### config.mk
export PLATFORM = sky130hd
export DESIGN_NAME = sukt_ctrl
export DESIGN_NICKNAME = d
export VERILOG_FILES = /design/src/hdl/sukt_pkg.sv /design/src/hdl/sukt_ctrl.sv
export SDC_FILE = /design/constraint.sdc
export NUM_CORES = 1
export LEC_CHECK = 0
export BUFFER_PORTS_ARGS = -buffer_cell sky130_fd_sc_hd__buf_2
export CAP_MARGIN = 30
export CORE_AREA = 2 2 39 41
export DETAILED_ROUTE_END_ITERATION = 16
export DIE_AREA = 0 0 41 43
export GPL_TIMING_DRIVEN = 0
export PLACE_DENSITY_LB_ADDON = 0.08
export SYNTH_ARGS = -nofsm -noshare
export SYNTH_HDL_FRONTEND = slang
export SYNTH_SLANG_ARGS = --single-unit
export TNS_END_PERCENT = 10
### constraint.sdc
create_clock -name clk -period 1.6 [get_ports clk]
set_input_delay 0.24 -clock clk [delete_from_list [all_inputs] [get_ports clk]]
set_output_delay 0.24 -clock clk [all_outputs]
set_load 0.1 [all_outputs]
### src/hdl/sukt_pkg.sv
package sukt_pkg;

    // Field widths fixed by the interface.
    localparam int KEY_W    = 31;
    localparam int STATUS_W = 3;
    localparam int POS_W    = 6;
    localparam int CNT_W    = 7;

    // Operation codes carried by func.
    localparam logic FUNC_INSERT = 1'b0;
    localparam logic FUNC_LIST   = 1'b1;

    // Result status codes.
    localparam logic [STATUS_W-1:0] ST_INSERTED  = 3'd0;
    localparam logic [STATUS_W-1:0] ST_DUPLICATE = 3'd1;
    localparam logic [STATUS_W-1:0] ST_FULL      = 3'd2;
    localparam logic [STATUS_W-1:0] ST_LISTED    = 3'd3;
    localparam logic [STATUS_W-1:0] ST_EMPTY     = 3'd4;

    // Commands from the controller to the datapath.
    typedef struct packed {
        logic capture;
        logic ins_step;
        logic list_step;
        logic list_empty;
    } cmd_t;

    // Status from the datapath back to the controller.
    typedef struct packed {
        logic count_zero;
        logic list_last;
        logic out_free;
    } sts_t;

endpackage

### src/hdl/sukt_ctrl.sv
module sukt_ctrl
    import sukt_pkg::*;
(
    input  logic clk,
    input  logic rst_n,
    input  logic in_valid,
    input  logic func,
    output logic in_stall,
    output cmd_t cmd,
    input  sts_t sts
);

    localparam logic [1:0] S_IDLE = 2'd0;
    localparam logic [1:0] S_INS  = 2'd1;
    localparam logic [1:0] S_LIST = 2'd2;

    logic [1:0] state_reg;
    logic [1:0] state_next;

    // A new word is taken only while no operation is in progress.
    assign in_stall = (state_reg != S_IDLE);

    // Next state and command decode.
    always_comb
    begin
        state_next = state_reg;
        cmd        = '0;
        unique case (state_reg)
            S_IDLE:
            begin
                if (in_valid)
                begin
                    cmd.capture = 1'b1;
                    state_next  = (func == FUNC_LIST) ? S_LIST : S_INS;
                end
            end
            S_INS:
            begin
                if (sts.out_free)
                begin
                    cmd.ins_step = 1'b1;
                    state_next   = S_IDLE;
                end
            end
            S_LIST:
            begin
                if (sts.out_free)
                begin
                    if (sts.count_zero)
                    begin
                        cmd.list_empty = 1'b1;
                        state_next     = S_IDLE;
                    end
                    else
                    begin
                        cmd.list_step = 1'b1;
                        if (sts.list_last)
                        begin
                            state_next = S_IDLE;
                        end
                    end
                end
            end
            default:
            begin
                state_next = S_IDLE;
            end
        endcase
    end

    // State register.
    always_ff @(posedge clk or negedge rst_n)
    begin
        if (!rst_n)
        begin
            state_reg <= S_IDLE;
        end
        else
        begin
            state_reg <= state_next;
        end
    end

endmodule

== Yosys cells after proc, flatten, opt, wreduce, memory -nomap -nowiden ==
Cells that the tools add are included.

* Register bits: 2
* Input bits: 7
* Output and inout port bits: 5
* Word-level logic and storage cells: 25

* Reduce and logical (&&, ||, !) cells: 3
* Equality and inequality tests: 6
* Multiplexer cells: 15

{| class="wikitable"
|+ Operators with widths
! operator !! number
|-
| $mux 2 || 8
|-
| $mux 1 || 6
|-
| $ne 2x2->1 const B || 3
|-
| $pmux 2 s3 || 1
|-
| $reduce_and 4->1 || 1
|-
| $ne 3x3->1 const B || 1
|-
| $eq 2x1->1 const B || 1
|-
| $eq 2x2->1 const B || 1
|-
| $logic_not 2->1 || 1
|-
| $reduce_bool 2->1 || 1
|}

== Logic depth before layout (Yosys ltp) ==
Gate-level depths: netlist of run 1.

* Depth in word-level cells: 4
* Mapped depth: 2
* Mapped depth without buffers: 2

== Worst setup path after synthesis of run 1 ==
No wires, ideal clock.

* Kind: register to output
* From: register state_reg[1]
* To: output port cmd[3] (netlist name)
* Setup slack: -0.925 ns
* Data required time: 1.360 ns
* Stages on the path, launching flop included: 3
* Path buffers: 0
* Arrival time: 2.285 ns
* Path through: dfrtp_1 or2_2 nor2_1

{| class="wikitable"
|+ RTL lines
! element !! line !! RTL
|-
| from (decl) || sukt_ctrl.sv:17 || <nowiki>logic [1:0] state_reg;</nowiki>
|-
| from (signal assigned) || sukt_ctrl.sv:80 || <nowiki>state_reg <= state_next;</nowiki>
|-
| to (decl) || sukt_ctrl.sv:9 || <nowiki>output cmd_t cmd,</nowiki>
|}

== Worst setup path in the final report of run 1 ==
* From: register state_reg[1]
* To: output port in_stall

* Cells in the longest elaborated chain, start to end: 1

{| class="wikitable"
|+ Ends and longest elaborated chain
! element !! line !! RTL
|-
| $reduce_bool 2->1 || sukt_ctrl.sv:21 || <nowiki>assign in_stall = (state_reg != S_IDLE);</nowiki>
|-
| to (decl) || sukt_ctrl.sv:8 || <nowiki>output logic in_stall,</nowiki>
|}

Every way passes these cells.

==> flow_summary_export.csv, run 1 <==
group,metric,value,unit
clocking,cts_made_buffers,3,
outcome,outcome,"completed",
power_and_ir_drop,clkPwrFrac,0.185,
timing,hold_ws,0.304,ns
detailed_routing,drt-pass1-iter-count,3,
final_layout,fill_cells,161,
worst_setup_path,worstPathRequired,1.36,ns
detailed_routing,routed_wl,383,um
global_routing,grt-ovfl-total,0,
final_layout,fin_cells,46,
global_routing,grt_pass1_wl,565,um
placed_design,post_dp_cell_area,221,um2
hold_path,hp-class,"in -> reg",
placed_design,place_congestion,0.611,
worst_setup_path,worstSetupPathType,"reg -> out",
timing,setup_viol,0,
synthesis,synth_area,136,um2
global_routing,first_global_vias,154,
power_and_ir_drop,switching_share,0.588,
placed_design,place_inst,42,
job,maxCapViolations,0,
synthesis,ys_types,12,
worst_setup_path,crit_family,"flip-flops",
worst_setup_path,crit_slowest_cell,"dfrtp_1",
final_layout,drive_gt1_frac,0.633,
die,core-area,1380,um2
power_and_ir_drop,power.leakage,0.140,nW
placed_design,dp_hpwl,304,um
final_layout,diodes,0,
global_routing,grt_max_degree,8,
die,rows,14,
clocking,cts-root-buf,"clkbuf_4",
final_layout,largest_reg_flops,2,
clocking,cts_sinks,2,
final_layout,utilization,0.198,
synthesis,ys_ff_latch,2,
detailed_routing,via_count,155,
worst_setup_path,crit_buf_inv,1,
global_routing,track_usage,0.0582,
synthesis,seq_area_frac_synth,0.367,
worst_setup_path,critical-path-max-stage-delay,0.43,ns
worst_setup_path,crit_chain,"or2_2 -> buf_2",
detailed_routing,wl_per_cell,8.33,um
detailed_routing,drtIter0Drc,1,
clocking,clk_latency,0.22,ns
power_and_ir_drop,net-switching-power,0.359,mW
die,die_h,43,um
detailed_routing,postRouteAntennaNets,0,
die,die_x,41,um
timing,rsz0062_at_grt,"yes",
clocking,cts_tree,"yes",
power_and_ir_drop,p_per_area,2230,nW/um2
placed_design,portBuffers,11,
timing,finalSetupTns,0,ns
placed_design,dp_slack,0.0873,ns
worst_setup_path,start_kind,"flop",
die,ioPinCount,12,
clocking,clock_path_buffers,2,
final_layout,nets,39,
timing,finalHoldViolCount,0,
final_layout,stdcell_area,274,um2
timing,skew,0.00167,ns
synthesis,syn_inst,15,
clocking,htree_levels,1,
global_routing,antenna_found_initial,0,
worst_setup_path,arrival,1.31,ns
power_and_ir_drop,power_frac_comb,0.648,
timing,finalCriticalPeriod,1.55,ns
power_and_ir_drop,intPower,0.252,mW
power_and_ir_drop,peakVddDrop,0.497,mV
timing,max_freq,646,MHz
worst_setup_path,crit_fanout,7,
detailed_routing,vias_per_cell,3.37,
power_and_ir_drop,p_total,0.612,mW
timing,slew_headroom,0.678,
synthesis,ys_warn_count,0,
timing,slew_violations,0,
timing,post-route-period-util,0.968,
die,die-area,1760,um2
synthesis,avgSynthCellArea,9.09,um2
timing,worstMarginPinSlew,0.486,ns
synthesis,syn-num-nets,22,
final_layout,area_growth,101,%
detailed_routing,drc,0,
worst_setup_path,endpoint_kind,"primary output",
die,initial_core_util,0.0986,
clocking,path_clk_slew,0.03,ns
power_and_ir_drop,pwr-share-seq,0.166,
timing,finalWorstSetupSlack,0.0517,ns
timing repair:
action                                  CTS  global route
buffers inserted                          0             0
hold buffers                              1             0
endpoints found under the setup margin    3             2
endpoints found under the hold margin     2             0
resized for setup                         4             2
final timing paths:
path / depth (start not counted) / slack [ns] / start / end
worst max-delay path: 2 / 0.05 / state_reg[1] / in_stall
worst min-delay path: 3 / 0.30 / func / state_reg[0]
worst max register to register: 2 / 0.55 / state_reg[0] / state_reg[0]
worst min register to register: 1 / 0.54 / state_reg[0] / state_reg[1]
max in group asynchronous: 2 / 1.17 / rst_n / state_reg[1]
min in group asynchronous: 2 / 0.33 / rst_n / state_reg[0]
power groups by stage:
stage	sequential [mW]	clock [mW]	combinational [mW]
2_1_floorplan	0.0936	0	0.319
3_3_place_gp	0.103	0	0.364
3_5_place_dp	0.103	0	0.364
4_1_cts	0.102	0.122	0.383
5_1_grt	0.105	0.135	0.410
6_report	0.102	0.113	0.397
layout make-up:
class / instances / area (um2) / share of cell area
clock buffers: 3 / 22.5 / 0.0822
well taps: 16 / 20.0 / 0.0731
flip-flops and latches: 2 / 50.0 / 0.183
repair buffers: 12 / 85.1 / 0.311
inverters: 1 / 3.75 / 0.0137
multi-input cells: 12 / 92.6 / 0.338
metal layers:
| metal | global-route usage | up-vias | part of all wire |
|---|---|---|---|
| met5 | 0 | - | 0 |
| met4 | 0.0800 | 0 | 0 |
| met3 | 0.0524 | 0 | 0.089 |
| met2 | 0.0719 | 5 | 0.56 |
| met1 | 0.0417 | 64 | 0.35 |
| li1 | - | 86 | - |
placed cells by master (no fill, tap or decap):
cell / instances
nand2_1: 1
nor2_4: 1
inv_1: 1
or3b_1: 1
clkbuf_4: 3
buf_12: 1
nor2_2: 1
and4b_2: 1
a21oi_1: 2
o211a_1: 1
nor3_1: 1
dfrtp_1: 2
or2b_1: 1
or2_2: 1
dlygate4sd3_1: 1
and4bb_2: 1
buf_2: 8
buf_4: 2
worst register-to-register path, delay by kind of cell, from the launching register on:
kind	cells	cell delay, ns
DFF	1	0.42
and+or+nand+nor	1	0.39
AOI/OAI and AO/OA	1	0.16
kinds of logic after synthesis:
kind of cell,after synthesis,share of synthesized area
AO/OA/AOI/OAI,3,0.147
buffers and inverters,1,0.0275
flip-flops,2,0.367
AND/OR/NAND/NOR,9,0.459
cells in the mapped netlist:
master / n / share of area
and4b_2: 1 / 0.083
o211a_1: 1 / 0.073
nor2_1: 2 / 0.055
nor3_1: 1 / 0.037
nand2_1: 1 / 0.027
and4bb_2: 1 / 0.092
or2b_1: 1 / 0.055
a21oi_1: 2 / 0.073
inv_1: 1 / 0.027
dfrtp_1: 2 / 0.37
or2_2: 1 / 0.046
or3b_1: 1 / 0.064
Power figures use the tool's default switching activity.
==> run 2: changes to the inputs <==
--- a/config.mk
+++ b/config.mk
@@ -11,7 +11,6 @@
 export DETAILED_ROUTE_END_ITERATION = 16
 export DIE_AREA = 0 0 41 43
 export GPL_TIMING_DRIVEN = 0
-export PLACE_DENSITY_LB_ADDON = 0.08
 export SYNTH_ARGS = -nofsm -noshare
 export SYNTH_HDL_FRONTEND = slang
 export SYNTH_SLANG_ARGS = --single-unit
==> run 2 against run 1 <==
Critical path type unchanged; maximum frequency fell by 0.19%; routed wire length up 15%; non-clock buffer count unchanged; count of clock-buffer cells in the layout unchanged.
==> flow_summary_export.csv, run 2 (synthesis results as in run 1) <==
group,metric,value,unit
outcome,outcome,"completed",
global_routing,grt_max_degree,8,
power_and_ir_drop,peakVddDrop,0.491,mV
worst_setup_path,worstSetupPathType,"reg -> out",
placed_design,place_congestion,0.629,
timing,skew,0.00304,ns
hold_path,hold_depth,3,
placed_design,portBuffers,11,
job,maxCapViolations,0,
final_layout,nets,39,
worst_setup_path,crit_path_end,"cmd[3]",
final_layout,area_growth,102,%
final_layout,register_area,51.3,um2
worst_setup_path,crit_buf_inv,1,
power_and_ir_drop,p_per_area,2240,nW/um2
worst_setup_path,worstPathRequired,1.36,ns
detailed_routing,vias_per_cell,3.67,
timing,finalHoldViolCount,0,
worst_setup_path,arrival,1.31,ns
timing,slew_headroom,0.681,
clocking,cts_sinks,2,
clocking,cts_setup_buffers,0,
timing,worstMarginPinSlew,0.482,ns
final_layout,largest_reg_flops,2,
die,die_h,43,um
global_routing,antenna_found_initial,0,
clocking,cts_tree,"yes",
final_layout,drive_gt1_frac,0.667,
global_routing,first_global_vias,167,
worst_setup_path,crit_fanout,7,
global_routing,grt-ovfl-total,0,
final_layout,multi_input_area,92.6,um2
power_and_ir_drop,power.leakage,0.139,nW
timing,finalCriticalPeriod,1.55,ns
final_layout,final_common_cell,"buf_2",
clocking,path_clk_slew,0.03,ns
timing,setup_viol,0,
worst_setup_path,crit_slowest_cell,"dfrtp_2",
detailed_routing,postRouteAntennaNets,0,
placed_design,dp_hpwl,287,um
final_layout,final_cell_mix,"buf_2 (8), clkbuf_4 (4), a21oi_1 (2)",
die,ioPinCount,12,
worst_setup_path,rr_worst_depth,2,
die,die_x,41,um
final_layout,utilization,0.199,
die,initial_core_util,0.0986,
clocking,cts_made_buffers,3,
detailed_routing,drtIter0Drc,0,
timing,finalSetupTns,0,ns
worst_setup_path,critical-path-max-stage-delay,0.43,ns
worst_setup_path,r2r-start,"state_reg[0]",
worst_setup_path,reg2reg_slack,0.59,ns
detailed_routing,wl_per_cell,9.54,um
worst_setup_path,crit_family,"simple AND/OR/NAND/NOR gates",
detailed_routing,via_count,169,
timing,rsz0062_at_grt,"no",
global_routing,track_usage,0.0671,
hold_path,hp-class,"in -> reg",
detailed_routing,drc,0,
timing,max_freq,645,MHz
final_layout,fill_cells,161,
timing,hold_ws,0.299,ns
clocking,clock_path_buffers,2,
worst_setup_path,start_kind,"flop",
die,core-area,1380,um2
final_layout,diodes,0,
timing,slew_violations,0,
clocking,cts-root-buf,"clkbuf_4",
worst_setup_path,crit_chain,"or2_2 -> nor2_4 -> buf_12",
clocking,clk_latency,0.22,ns
worst_setup_path,r2r_end,"state_reg[0]",
detailed_routing,routed_wl,439,um
detailed_routing,drt-pass1-iter-count,1,
worst_setup_path,endpoint_kind,"primary output",
timing,post-route-period-util,0.970,
clocking,htree_levels,1,
global_routing,grt_pass1_wl,655,um
worst_setup_path,crit_start,"state_reg[1]",
die,die-area,1760,um2
worst_setup_path,cp.depth,3,
die,rows,14,
-- run 2: cell types whose count changed in the layout (fill, tap and decap cells not counted), sizes merged --
| cell | change |
|---|---|
| clkbuf | +1 |
| buf | -1 |
-- run 2: worst register-to-register path: cells and delay by family, from the launching register on --
kind	cells	cell delay [ns]
DFF	1	0.42
and+or+nand+nor	1	0.38
AOI/OAI and AO/OA	1	0.14
-- run 2: power by group --
part	switching (mW)	total, mW	internal, mW	leakage, nW
Clock	0.0288	0.112	0.0828	0.0138
Combinational	0.301	0.400	0.0989	0.100
Sequential	0.0320	0.105	0.0727	0.0244
-- run 2: area by class of cell --
cell class / count / area share
timing repair buffer: 12 / 0.309
multi-input combinational: 12 / 0.336
clock buffer: 3 / 0.0818
tap: 16 / 0.0727
inverter: 1 / 0.0136
sequential: 2 / 0.186
-- run 2: worst min path at each step --
stage / endpoint / slack, ns / start
4_1_cts: state_reg[0] / 0.29 / func
6_report: state_reg[0] / 0.30 / func
3_5_place_dp: state_reg[0] / 0.03 / rst_n
3_3_place_gp: state_reg[0] / 0.03 / rst_n
5_1_grt: state_reg[0] / 0.31 / func
2_1_floorplan: state_reg[0] / -0.06 / rst_n
-- run 2: layer usage --
layer / wire length [um] / track usage / vias up / part of all wire
met4: 19 / 0.120 / 0 / 0.043
li1: - / - / 84 / -
met2: 197 / 0.0656 / 9 / 0.45
met3: 26 / 0.0314 / 2 / 0.059
met1: 196 / 0.0701 / 74 / 0.45
met5: 0 / 0 / - / 0
-- run 2: timing repair --
action	4_1_cts	5_1_grt
hold endpoints to repair	2	0
resized for setup	3	4
pin swaps	0	0
hold buffers	1	0
setup endpoints to repair	2	3
-- run 2: stage by stage --
step,power (mW),cell area (um2),std cells,worst slack (ns)
after floorplan,0.413,146,15,-0.158
after global placement,0.461,221,42,0.0877
after detailed placement,0.461,221,42,0.0953
after CTS,0.594,263,46,0.0198
after global routing,0.646,275,46,0.0130
final,0.616,275,46,0.0488
